**config.mk**
```make
export PLATFORM = sky130hd
export DESIGN_NAME = frame_rate_gate_byte_budget_flat
export DESIGN_NICKNAME = d
export VERILOG_FILES = /design/src/hdl/frgbb_pkg.sv /design/src/hdl/frgbb_if.sv /design/src/hdl/frgbb_time_pipe.sv /design/src/hdl/frame_rate_gate_byte_budget.sv /design/src/flat_wrapper.sv
export VERILOG_INCLUDE_DIRS = /design/src /design/src/hdl
export SDC_FILE = /design/constraint.sdc
export NUM_CORES = 2
export LEC_CHECK = 0
export ABC_AREA = 1
export ABC_CLOCK_PERIOD_IN_PS = 35700
export BUFFER_PORTS_ARGS = -buffer_cell sky130_fd_sc_hd__clkbuf_2
export CORE_MARGIN = 8
export CORE_UTILIZATION = 43
export DETAILED_ROUTE_END_ITERATION = 8
export GPL_TIMING_DRIVEN = 0
export SETUP_SLACK_MARGIN = 0.5
export SYNTH_ARGS = -nofsm -noshare
export SYNTH_HDL_FRONTEND = slang
export SYNTH_SLANG_ARGS = --single-unit
```
**constraint.sdc**
```tcl
create_clock -name clk -period 35.7 [get_ports clk]
set_clock_uncertainty 0.1 [all_clocks]
set_input_delay 10.71 -clock clk [delete_from_list [all_inputs] [get_ports clk]]
set_output_delay 10.71 -clock clk [all_outputs]
set_load 0.01 [all_outputs]
```
**src/hdl/frame_rate_gate_byte_budget_assert.svh**
```systemverilog
// Assertion macros for the frame rate gate and byte budget block.
// Each macro expects clk and arst_n in scope.
`ifndef FRAME_RATE_GATE_BYTE_BUDGET_ASSERT_SVH
`define FRAME_RATE_GATE_BYTE_BUDGET_ASSERT_SVH

// Condition must hold at every clock edge outside reset.
`define FRGBB_ASSERT_ALWAYS(lbl, cond) \
	lbl: assert property (@(posedge clk) disable iff (!arst_n) (cond)) \
		else $error("frgbb invariant violated");

// Consequent must hold in the same cycle as the antecedent.
`define FRGBB_ASSERT_IMPLIES(lbl, ante, cons) \
	lbl: assert property (@(posedge clk) disable iff (!arst_n) (ante) |-> (cons)) \
		else $error("frgbb implication violated");

// Consequent must hold in the cycle after the antecedent.
`define FRGBB_ASSERT_NEXT(lbl, ante, cons) \
	lbl: assert property (@(posedge clk) disable iff (!arst_n) (ante) |=> (cons)) \
		else $error("frgbb next-cycle check violated");

`endif

```
**src/hdl/frgbb_pkg.sv**
```systemverilog
package frgbb_pkg;

	localparam int TS_W       = 48;
	localparam int PTS_W      = 56;
	localparam int BYTES_W    = 24;
	localparam int WBYTES_W   = 40;
	localparam int FPS_W      = 10;
	localparam int KBPS_W     = 20;
	localparam int IV_W       = 10;
	localparam int BUDGET_W   = 27;
	localparam int CFG_IDX_W  = 1;
	localparam int CFG_DATA_W = 20;

	// Window length in ms
	localparam logic [TS_W-1:0] WINDOW_MS = 48'd1000;

	// pts/1000 = (pts/8)/125, long division by 125 in 14-bit digits
	localparam int CHUNK_W     = 14;
	localparam int REM_W       = 7;
	localparam int X_W         = REM_W + CHUNK_W;
	localparam int DIV_STEPS   = PTS_W / CHUNK_W;
	localparam int RECIP_W     = 22;
	localparam int PROD_W      = X_W + RECIP_W;
	localparam int RECIP_SHIFT = 28;
	localparam int DIVISOR     = 125;
	localparam logic [RECIP_W-1:0] RECIP125 = 22'd2147484;

	localparam int BYTES_PER_KBIT = 125;

	localparam logic [FPS_W-1:0]  FPS_RST  = 10'd30;
	localparam logic [KBPS_W-1:0] KBPS_RST = 20'd4000;
	localparam logic [KBPS_W-1:0] KBPS_MIN = 20'd100;

	localparam logic [CFG_IDX_W-1:0] REG_TARGET_FPS  = 1'd0;
	localparam logic [CFG_IDX_W-1:0] REG_TARGET_KBPS = 1'd1;

	localparam logic CMD_FRAME  = 1'b0;
	localparam logic CMD_PACKET = 1'b1;

	typedef enum logic [1:0] {
		RSN_OK       = 2'd0,
		RSN_EARLY    = 2'd1,
		RSN_OVER     = 2'd2,
		RSN_KEY_OVER = 2'd3
	} reason_t;

	// floor(1000/f) for f below 32, f = 0 treated as 1
	localparam logic [IV_W-1:0] INTERVAL_LUT [32] = '{
		10'd1000, 10'd1000, 10'd500, 10'd333, 10'd250, 10'd200, 10'd166, 10'd142,
		10'd125,  10'd111,  10'd100, 10'd90,  10'd83,  10'd76,  10'd71,  10'd66,
		10'd62,   10'd58,   10'd55,  10'd52,  10'd50,  10'd47,  10'd45,  10'd43,
		10'd41,   10'd40,   10'd38,  10'd37,  10'd35,  10'd34,  10'd33,  10'd32
	};

	// Fields carried down the time pipeline
	typedef struct packed {
		logic               command;
		logic [TS_W-1:0]    frame_ts_ms;
		logic [TS_W-1:0]    ingest_ts_ms;
		logic [BYTES_W-1:0] packet_bytes;
		logic               is_keyframe;
	} beat_t;

	// Item as seen by the policing stage
	typedef struct packed {
		logic               command;
		logic [TS_W-1:0]    ts_ms;
		logic [TS_W-1:0]    ingest_ts_ms;
		logic [BYTES_W-1:0] packet_bytes;
		logic               is_keyframe;
	} item_t;

	typedef struct packed {
		logic [CHUNK_W-1:0] q;
		logic [REM_W-1:0]   r;
	} div_step_t;

	// One digit of division by 125; exact for every rem below 125
	function automatic div_step_t div125_step(input logic [REM_W-1:0] rem,
			input logic [CHUNK_W-1:0] chunk);
		logic [X_W-1:0]    x;
		logic [PROD_W-1:0] prod;
		div_step_t         res;
		x      = {rem, chunk};
		prod   = PROD_W'(x) * PROD_W'(RECIP125);
		res.q  = prod[RECIP_SHIFT +: CHUNK_W];
		res.r  = REM_W'(x - X_W'(res.q) * X_W'(DIVISOR));
		return res;
	endfunction

	// max(1, floor(1000 / max(1, f)))
	function automatic logic [IV_W-1:0] fps_interval(input logic [FPS_W-1:0] f);
		logic [IV_W-1:0] q;
		logic [13:0]     rem;
		logic [13:0]     dv;
		q   = '0;
		rem = 14'd1000;
		if (f < 10'd32) begin
			q = INTERVAL_LUT[f[4:0]];
		end else begin
			for (int k = 4; k >= 0; k--) begin
				dv = 14'(f) << k;
				if (rem >= dv) begin
					rem  = rem - dv;
					q[k] = 1'b1;
				end
			end
		end
		// rates above 1000 fps still keep a 1 ms interval
		if (q == '0) begin
			q = 10'd1;
		end
		return q;
	endfunction

	// max(100, kbps) * 125
	function automatic logic [BUDGET_W-1:0] kbps_budget(input logic [KBPS_W-1:0] v);
		logic [KBPS_W-1:0] k;
		k = (v < KBPS_MIN) ? KBPS_MIN : v;
		return BUDGET_W'(k) * BUDGET_W'(BYTES_PER_KBIT);
	endfunction

endpackage

```
**src/hdl/frgbb_if.sv**
```systemverilog
interface frgbb_item_if;
	logic        valid;
	logic        ready;
	logic        command;
	logic [47:0] frame_ts_ms;
	logic [55:0] pts_us;
	logic [47:0] ingest_ts_ms;
	logic [23:0] packet_bytes;
	logic        is_keyframe;

	modport source (output valid, command, frame_ts_ms, pts_us, ingest_ts_ms,
		packet_bytes, is_keyframe, input ready);
	modport sink (input valid, command, frame_ts_ms, pts_us, ingest_ts_ms,
		packet_bytes, is_keyframe, output ready);
endinterface

interface frgbb_result_if;
	logic       valid;
	logic       ready;
	logic       accept;
	logic [1:0] reason;

	modport source (output valid, accept, reason, input ready);
	modport sink (input valid, accept, reason, output ready);
endinterface

```
**src/hdl/frgbb_time_pipe.sv**
```systemverilog
module frgbb_time_pipe import frgbb_pkg::*; (
	input  logic  clk,
	input  logic  arst_n,
	frgbb_item_if.sink items,
	output item_t itm,
	output logic  itm_valid,
	input  logic  itm_ready
);

	localparam int STAGES = DIV_STEPS + 1;

	logic [STAGES-1:0] vld_s;
	logic [STAGES:0]   adv;
	beat_t             beat_s [STAGES];
	logic [PTS_W-1:0]  work_s [STAGES];
	logic [REM_W-1:0]  rem_s  [DIV_STEPS];
	div_step_t         step   [DIV_STEPS];

	// a stage moves when it is empty or the next one moves
	always_comb begin
		adv[STAGES] = itm_ready;
		for (int i = STAGES - 1; i >= 0; i--) begin
			adv[i] = !vld_s[i] || adv[i+1];
		end
	end

	assign items.ready = adv[0];

	always_comb begin
		for (int i = 0; i < DIV_STEPS; i++) begin
			step[i] = div125_step(rem_s[i], work_s[i][PTS_W-1 -: CHUNK_W]);
		end
	end

	always_ff @(posedge clk or negedge arst_n) begin
		if (!arst_n) begin
			vld_s <= '0;
		end else begin
			if (adv[0]) begin
				vld_s[0] <= items.valid;
			end
			for (int i = 1; i < STAGES; i++) begin
				if (adv[i]) begin
					vld_s[i] <= vld_s[i-1];
				end
			end
		end
	end

	// work word: remaining dividend digits on top, quotient digits shift in below
	always_ff @(posedge clk) begin
		if (adv[0]) begin
			beat_s[0] <= '{command:      items.command,
			               frame_ts_ms:  items.frame_ts_ms,
			               ingest_ts_ms: items.ingest_ts_ms,
			               packet_bytes: items.packet_bytes,
			               is_keyframe:  items.is_keyframe};
			work_s[0] <= {3'b000, items.pts_us[PTS_W-1:3]};
			rem_s[0]  <= '0;
		end
		for (int i = 1; i < STAGES; i++) begin
			if (adv[i]) begin
				beat_s[i] <= beat_s[i-1];
				work_s[i] <= {work_s[i-1][PTS_W-CHUNK_W-1:0], step[i-1].q};
			end
		end
		for (int i = 1; i < DIV_STEPS; i++) begin
			if (adv[i]) begin
				rem_s[i] <= step[i-1].r;
			end
		end
	end

	assign itm_valid        = vld_s[STAGES-1];
	assign itm.command      = beat_s[STAGES-1].command;
	assign itm.ts_ms        = (beat_s[STAGES-1].frame_ts_ms != '0) ?
		beat_s[STAGES-1].frame_ts_ms : work_s[STAGES-1][TS_W-1:0];
	assign itm.ingest_ts_ms = beat_s[STAGES-1].ingest_ts_ms;
	assign itm.packet_bytes = beat_s[STAGES-1].packet_bytes;
	assign itm.is_keyframe  = beat_s[STAGES-1].is_keyframe;

endmodule

```
**src/hdl/frame_rate_gate_byte_budget.sv**
```systemverilog
// Frame rate gate and byte budget policer. Each input beat is either a frame
// arrival (command 0), checked against a due time that advances by
// max(1, floor(1000/target_fps)) ms per passed frame and catches up when a
// frame lags by more than three intervals, or an encoded packet (command 1),
// checked against a fixed 1000 ms byte window with a budget of
// max(100, target_kbps)*125 bytes; keyframes always pass but still count.
// A missing frame timestamp falls back to pts_us/1000, and for packets then
// to the ingest time. Every input beat gives exactly one result beat. The
// block takes one beat per clock cycle unless back-pressure stalls it. A beat
// passes through one input register, four stages of the pts_us
// divide-by-1000 (one 14-bit digit each, the last of which holds the item
// time), then the policing logic feeding the result register. Back-pressure
// stalls each stage only when it is full. Configuration writes take effect on
// the next cycle and must only be issued while the block is empty.
`include "frame_rate_gate_byte_budget_assert.svh"

module frame_rate_gate_byte_budget import frgbb_pkg::*; (
	input  logic                  clk,
	input  logic                  arst_n,
	frgbb_item_if.sink            items,
	frgbb_result_if.source        results,
	input  logic                  cfg_wr_en,
	input  logic [CFG_IDX_W-1:0]  cfg_index,
	input  logic [CFG_DATA_W-1:0] cfg_wdata
);

	// item time pipeline output
	item_t itm;
	logic  itm_valid;
	logic  itm_ready;
	logic  fire;

	// configuration
	logic [IV_W-1:0]     interval_q;
	logic [BUDGET_W-1:0] budget_q;

	// policing state
	logic [TS_W-1:0]     next_due_q;
	logic [TS_W-1:0]     win_start_q;
	logic [TS_W:0]       win_end_q;
	logic [WBYTES_W-1:0] wbytes_q;

	// result register
	logic    res_vld_q;
	logic    res_accept_q;
	reason_t res_reason_q;

	// next-state values
	logic [TS_W-1:0]     due;
	logic [TS_W+1:0]     due_step;
	logic [TS_W+1:0]     due_late;
	logic [TS_W-1:0]     now;
	logic                restart;
	logic [WBYTES_W-1:0] base;
	logic [WBYTES_W:0]   sum;
	logic                over;
	logic                nxt_accept;
	reason_t             nxt_reason;
	logic [TS_W-1:0]     nxt_due;
	logic [TS_W-1:0]     nxt_win_start;
	logic [WBYTES_W-1:0] nxt_wbytes;
	logic                pkt_ok;

	frgbb_time_pipe u_time (
		.clk       (clk),
		.arst_n    (arst_n),
		.items     (items),
		.itm       (itm),
		.itm_valid (itm_valid),
		.itm_ready (itm_ready)
	);

	// the result register frees up as soon as its beat is taken
	assign itm_ready = !res_vld_q || results.ready;
	assign fire      = itm_valid && itm_ready;

	// Work out derived values at write time: interval and byte budget.
	always_ff @(posedge clk or negedge arst_n) begin
		if (!arst_n) begin
			interval_q <= fps_interval(FPS_RST);
			budget_q   <= kbps_budget(KBPS_RST);
		end else if (cfg_wr_en) begin
			case (cfg_index)
				REG_TARGET_FPS:  interval_q <= fps_interval(cfg_wdata[FPS_W-1:0]);
				REG_TARGET_KBPS: budget_q   <= kbps_budget(cfg_wdata[KBPS_W-1:0]);
				default: ;
			endcase
		end
	end

	always_comb begin
		// Frame gate: a zero due time means the gate has not started, so
		// start it at this frame's time. A passed frame advances the due
		// time by one interval, or restarts from the frame time when the
		// frame is more than three intervals past the advanced due time
		// (due + 4 intervals covers that check in one add).
		due      = (next_due_q == '0) ? itm.ts_ms : next_due_q;
		due_step = (TS_W+2)'(due) + (TS_W+2)'(interval_q);
		due_late = (TS_W+2)'(due) + (TS_W+2)'({interval_q, 2'b00});

		// Byte window: the clock falls back to the ingest time. A restart
		// clears the count; the window start only follows a nonzero clock.
		now     = (itm.ts_ms != '0) ? itm.ts_ms : itm.ingest_ts_ms;
		restart = (win_start_q == '0) || (now == '0) || ((TS_W+1)'(now) >= win_end_q);
		base    = restart ? '0 : wbytes_q;
		sum     = (WBYTES_W+1)'(base) + (WBYTES_W+1)'(itm.packet_bytes);
		over    = sum > (WBYTES_W+1)'(budget_q);

		nxt_accept    = 1'b1;
		nxt_reason    = RSN_OK;
		nxt_due       = next_due_q;
		nxt_win_start = win_start_q;
		nxt_wbytes    = wbytes_q;

		case (itm.command)
			CMD_FRAME: begin
				// a frame without any time passes and leaves the gate alone
				if (itm.ts_ms != '0) begin
					if (itm.ts_ms < due) begin
						nxt_accept = 1'b0;
						nxt_reason = RSN_EARLY;
						nxt_due    = due;
					end else if ((TS_W+2)'(itm.ts_ms) > due_late) begin
						nxt_due = itm.ts_ms + TS_W'(interval_q);
					end else begin
						// wrap modulo 2^48; a wrap to zero restarts the gate
						nxt_due = due_step[TS_W-1:0];
					end
				end
			end
			CMD_PACKET: begin
				if (restart && (now != '0)) begin
					nxt_win_start = now;
				end
				nxt_wbytes = base;
				if (over && !itm.is_keyframe) begin
					nxt_accept = 1'b0;
					nxt_reason = RSN_OVER;
				end else begin
					if (over) begin
						nxt_reason = RSN_KEY_OVER;
					end
					// saturate the byte count
					nxt_wbytes = sum[WBYTES_W] ? '1 : sum[WBYTES_W-1:0];
				end
			end
			default: ;
		endcase
	end

	// Hold state; advance it only when a beat moves into the result register.
	always_ff @(posedge clk or negedge arst_n) begin
		if (!arst_n) begin
			next_due_q  <= '0;
			win_start_q <= '0;
			win_end_q   <= (TS_W+1)'(WINDOW_MS);
			wbytes_q    <= '0;
			res_vld_q   <= 1'b0;
		end else begin
			if (fire) begin
				next_due_q  <= nxt_due;
				win_start_q <= nxt_win_start;
				win_end_q   <= (TS_W+1)'(nxt_win_start) + (TS_W+1)'(WINDOW_MS);
				wbytes_q    <= nxt_wbytes;
			end
			if (itm_ready) begin
				res_vld_q <= itm_valid;
			end
		end
	end

	always_ff @(posedge clk) begin
		if (fire) begin
			res_accept_q <= nxt_accept;
			res_reason_q <= nxt_reason;
		end
	end

	assign results.valid  = res_vld_q;
	assign results.accept = res_accept_q;
	assign results.reason = res_reason_q;

	// a within-budget packet never leaves more bytes than the budget
	assign pkt_ok = fire && (itm.command == CMD_PACKET) && (nxt_reason == RSN_OK);

	`FRGBB_ASSERT_ALWAYS(a_win_end_tracks_start,
		win_end_q == (TS_W+1)'(win_start_q) + (TS_W+1)'(WINDOW_MS))
	`FRGBB_ASSERT_IMPLIES(a_reject_has_cause, results.valid && !results.accept,
		results.reason == RSN_EARLY || results.reason == RSN_OVER)
	`FRGBB_ASSERT_NEXT(a_ok_within_budget, pkt_ok,
		wbytes_q <= WBYTES_W'(budget_q))

endmodule

```
**src/flat_wrapper.sv**
```systemverilog
// flat-port wrapper written by rule: the top's interface ports become plain ports
module frame_rate_gate_byte_budget_flat import frgbb_pkg::*;
  (clk, arst_n, cfg_wr_en, cfg_index, cfg_wdata, items_valid, items_command, items_frame_ts_ms, items_pts_us, items_ingest_ts_ms, items_packet_bytes, items_is_keyframe, items_ready, results_valid, results_accept, results_reason, results_ready);
  frgbb_item_if items_i ();
  frgbb_result_if results_i ();
  input  logic clk;
  input  logic arst_n;
  input  logic cfg_wr_en;
  input  logic [CFG_IDX_W-1:0] cfg_index;
  input  logic [CFG_DATA_W-1:0] cfg_wdata;
  input wire logic [$bits(items_i.valid)-1:0] items_valid;
  input wire logic [$bits(items_i.command)-1:0] items_command;
  input wire logic [$bits(items_i.frame_ts_ms)-1:0] items_frame_ts_ms;
  input wire logic [$bits(items_i.pts_us)-1:0] items_pts_us;
  input wire logic [$bits(items_i.ingest_ts_ms)-1:0] items_ingest_ts_ms;
  input wire logic [$bits(items_i.packet_bytes)-1:0] items_packet_bytes;
  input wire logic [$bits(items_i.is_keyframe)-1:0] items_is_keyframe;
  output wire logic [$bits(items_i.ready)-1:0] items_ready;
  output wire logic [$bits(results_i.valid)-1:0] results_valid;
  output wire logic [$bits(results_i.accept)-1:0] results_accept;
  output wire logic [$bits(results_i.reason)-1:0] results_reason;
  input wire logic [$bits(results_i.ready)-1:0] results_ready;
  assign items_i.valid = items_valid;
  assign items_i.command = items_command;
  assign items_i.frame_ts_ms = items_frame_ts_ms;
  assign items_i.pts_us = items_pts_us;
  assign items_i.ingest_ts_ms = items_ingest_ts_ms;
  assign items_i.packet_bytes = items_packet_bytes;
  assign items_i.is_keyframe = items_is_keyframe;
  assign items_ready = items_i.ready;
  assign results_valid = results_i.valid;
  assign results_accept = results_i.accept;
  assign results_reason = results_i.reason;
  assign results_i.ready = results_ready;
  frame_rate_gate_byte_budget u_core (.clk(clk), .arst_n(arst_n), .items(items_i), .results(results_i), .cfg_wr_en(cfg_wr_en), .cfg_index(cfg_index), .cfg_wdata(cfg_wdata));
endmodule
```
==> impl_metrics.csv <==
group,metric,value,unit
worst_setup_path,worstPathCellList,"clkbuf_2 > nor2_1 > inv_1 > nor2_1 > inv_8 > nor2_1 > inv_8 > nor2_1 > inv_8 > nor2_1 > nand2_8 > clkbuf_2",
clock_tree,postCtsHoldBufs,0,
global_routing,grt_max_degree,123,
worst_setup_path,critPathMostFrequentCell,"nor2_1",
final_layout,post-route-util,47.7,%
route,wl,191,mm
place,placed_cells,10100,
global_routing,antenna_found_initial,1,
synth,synth_top_family_by_area,"adder cells",
clock_tree,clock-root-buffer,"clkbuf_16",
clock_tree,cts_max_path_buffers,3,
worst_setup_path,crit_type,"primary input to primary output",
synth,synthArstFlopShare,20.5,%
worst_setup_path,cp-end-kind,"primary output",
clock_tree,cts_buffers,113,
sta,hold_viol,0,
synth,synth_compound_gate_area_share,6.84,%
synth,synthMuxAreaShare,0,%
synth,synth_top_area_cell,"edfxtp_1",
synth,synth_edf_count,875,
synth,synth_fa_ha_area_share,27.4,%
synth,ys_seq_elements,1100,
min_path,hold_class,"register to register",
worst_setup_path,critPathSlowestCell,"nor2_1",
clock_tree,post_cts_resize_count,0,
final_layout,areaGrowthSynthToFinish,10.7,%
sta,fmaxAchievable,39.8,MHz
worst_setup_path,arrival,14.30,ns
route,route.vias.total,52400,
sta,tightest_slew,1.34,ns
synth,synth_xor_area_share,2.86,%
sta,fin_crit,25.11,ns
worst_setup_path,crit_family,"simple AND/OR/NAND/NOR gates",
route,routedWlPerCell,18.6,um
final_layout,final_nets,9478,
synth,postSynthAreaPerCell,10.0,um2
synth,yosysTopAreaCellShare,34.7,%
route,ant_nets,0,
die,core_area,0.176,mm2
sta,rsz0062_at_grt,"no",
global_routing,grt_first_pass_wirelength,301,mm
final_layout,layout_commonest_cell,"inv_1",
worst_setup_path,crit_fanout,81,
worst_setup_path,startpoint_type,"primary input",
route,drtIter0Drc,3467,
clock_tree,clk_pin_slew,0.06,ns
sta,setup_violations,0,
final_layout,mostFrequentLayoutCells,"1,368 x inv_1, 1,229 x nand2_1, 1,011 x ha_1, 875 x edfxtp_1, 450 x nor2_1",
synth,ys_types,67,
global_routing,grt_usage,19.9,%
sta,slew_headroom,9.92,%
place,port_buffers,205,
worst_setup_path,path_buf_inv,6,
route,detail_route.first_pass.iterations,6,
route,via_per_inst,5.09,
clock_tree,clk_latency,0.77,ns
synth,ys.flop_type,"edfxtp_1",
final_layout,diodes,0,
final_layout,ff_latch_area,0.0319,mm2
final_layout,final_cells,10300,
die,std_cell_rows,154,
synth,syn_area,0.0757,mm2
route,drc_errors,0,
sta,fin_setup_tns,0,ns
global_routing,overflow,0,
global_routing,grt_pass1_vias,53600,
die,design.die.area,0.190,mm2
sta,slew_violations,0,
die,start_util,43.1,%
clock_tree,htreeDepth,3,
die,die_w,435,um
clock_tree,cts_setup_buffers,0,
synth,syn_inst,7532,
sta,finalCritPeriodShare,70.3,%
clock_tree,clock-sinks,1100,
synth,synth-simple-area-share,12.9,%
die,die_h,435,um
clock_tree,cts_tree,"built",
final_layout,n_fill_cell,16300,
die,ios,209,
outcome,outcome,"finished clean",
final_layout,multi_input_area,0.0378,mm2
synth,ys_top_cells_by_area,"edfxtp_1 35%, ha_1 17%, fa_1 11%",
place,gp_congestion,0.945,
flow_run,max_cap_viol_count,0,
synth,yosysWarnings,0,
worst_setup_path,crit_path_max_incr_delay,0.61,ns
worst_setup_path,cp.required,24.89,ns
final_layout,drive_gt1_share,6.66,%
synth,synth_seq_area_share,42.2,%
place,hpwlAfterDp,154,mm
==> synthesized netlist by cell type, types with 8 or more instances <==
cell and count:
nor2_2 13, nand4_1 106, o21a_1 9, ha_1 1011, nand2_1 1230, buf_2 31
or2_2 11, o21ai_1 36, buf_1 8, a21o_1 15, o21ai_0 373, xor2_1 160
o221ai_1 15, o21bai_1 18, clkbuf_1 83, o211ai_1 15, nand3b_1 43, dfstp_2 15
buf_6 10, nor2_1 450, fa_1 402, inv_1 1372, a31oi_1 21, a211oi_1 18
dfrtp_1 210, nor3_1 60, nor4_1 31, buf_4 10, nand3_1 306, xnor2_1 87
edfxtp_1 875, inv_2 18, a21oi_1 372
==> metrics by stage <==
step	instance area, um2	setup WS, ns	hold WS (ns)
finish	83800	10.59	0.283
global route	83800	10.27	0.290
CTS	83800	10.48	0.284
detailed placement	79900	10.51	0.305
global placement	79600	-6.06	0.301
floorplan	75700	0.899	0.300
==> flip-flops by register name (all words and copies together) (netlist names), 10 cells and up <==
register	count
u_core.u_time.beat_s	610
u_core.u_time.work_s	241
u_core.win_end_q	49
u_core.next_due_q	48
u_core.win_start_q	45
u_core.wbytes_q	40
u_core.budget_q	27
u_core.u_time.rem_s	21
u_core.interval_q	10
==> worst reg2reg max path, delay by kind of cell, from the launching register on <==
| kind | cells | cell delay [ns] |
|---|---|---|
| buf+inv | 14 | 3.20 |
| compound gates | 13 | 2.14 |
| simple gates | 27 | 7.68 |
| fa+ha+maj | 5 | 1.14 |
| xor+xnor | 2 | 0.38 |
| flops | 1 | 0.40 |
==> routing by layer <==
metal | vias to the layer above | GRT usage [%] | share of wire [%]
li1 | 25700 | - | -
met1 | 25200 | 27.1 | 45
met2 | 1194 | 32.7 | 46
met3 | 302 | 2.54 | 4.7
met4 | 0 | 7.25 | 3.7
met5 | - | 0 | 0
==> worst paths after layout <==
kind | start | to | slack (ns) | depth (start not counted)
min in group asynchronous | arst_n | u_core.wbytes_q[15] | 9.86 | 1
min | u_core.u_time.work_s[0][173] | u_core.u_time.work_s[0][243] | 0.28 | 0
min reg2reg | u_core.u_time.work_s[0][173] | u_core.u_time.work_s[0][243] | 0.28 | 0
max | results_ready | items_ready | 10.59 | 12
max reg2reg | u_core.next_due_q[33] | u_core.next_due_q[42] | 20.54 | 61
max in group asynchronous | arst_n | u_core.interval_q[0] | 24.68 | 2
==> cell families after synthesis <==
family          Yosys count
other cells               1
xor+xnor                247
fa+ha+maj              1413
compound gates          945
flops                  1100
buf+inv                1539
simple gates           2287
==> area by class of cell <==
| cell class | instances | area share [%] |
|---|---|---|
| buffer | 142 | 0.817 |
| clock buffer | 135 | 3.54 |
| clock inverter | 79 | 1.12 |
| inverter | 1397 | 6.30 |
| multi-input combinational | 4894 | 45.2 |
| sequential | 1100 | 38.1 |
| tap | 2340 | 3.49 |
| timing repair buffer | 213 | 1.47 |
Power is not shown: default switching activity piles up to over one toggle a cycle in this logic, so the estimate is an artifact.
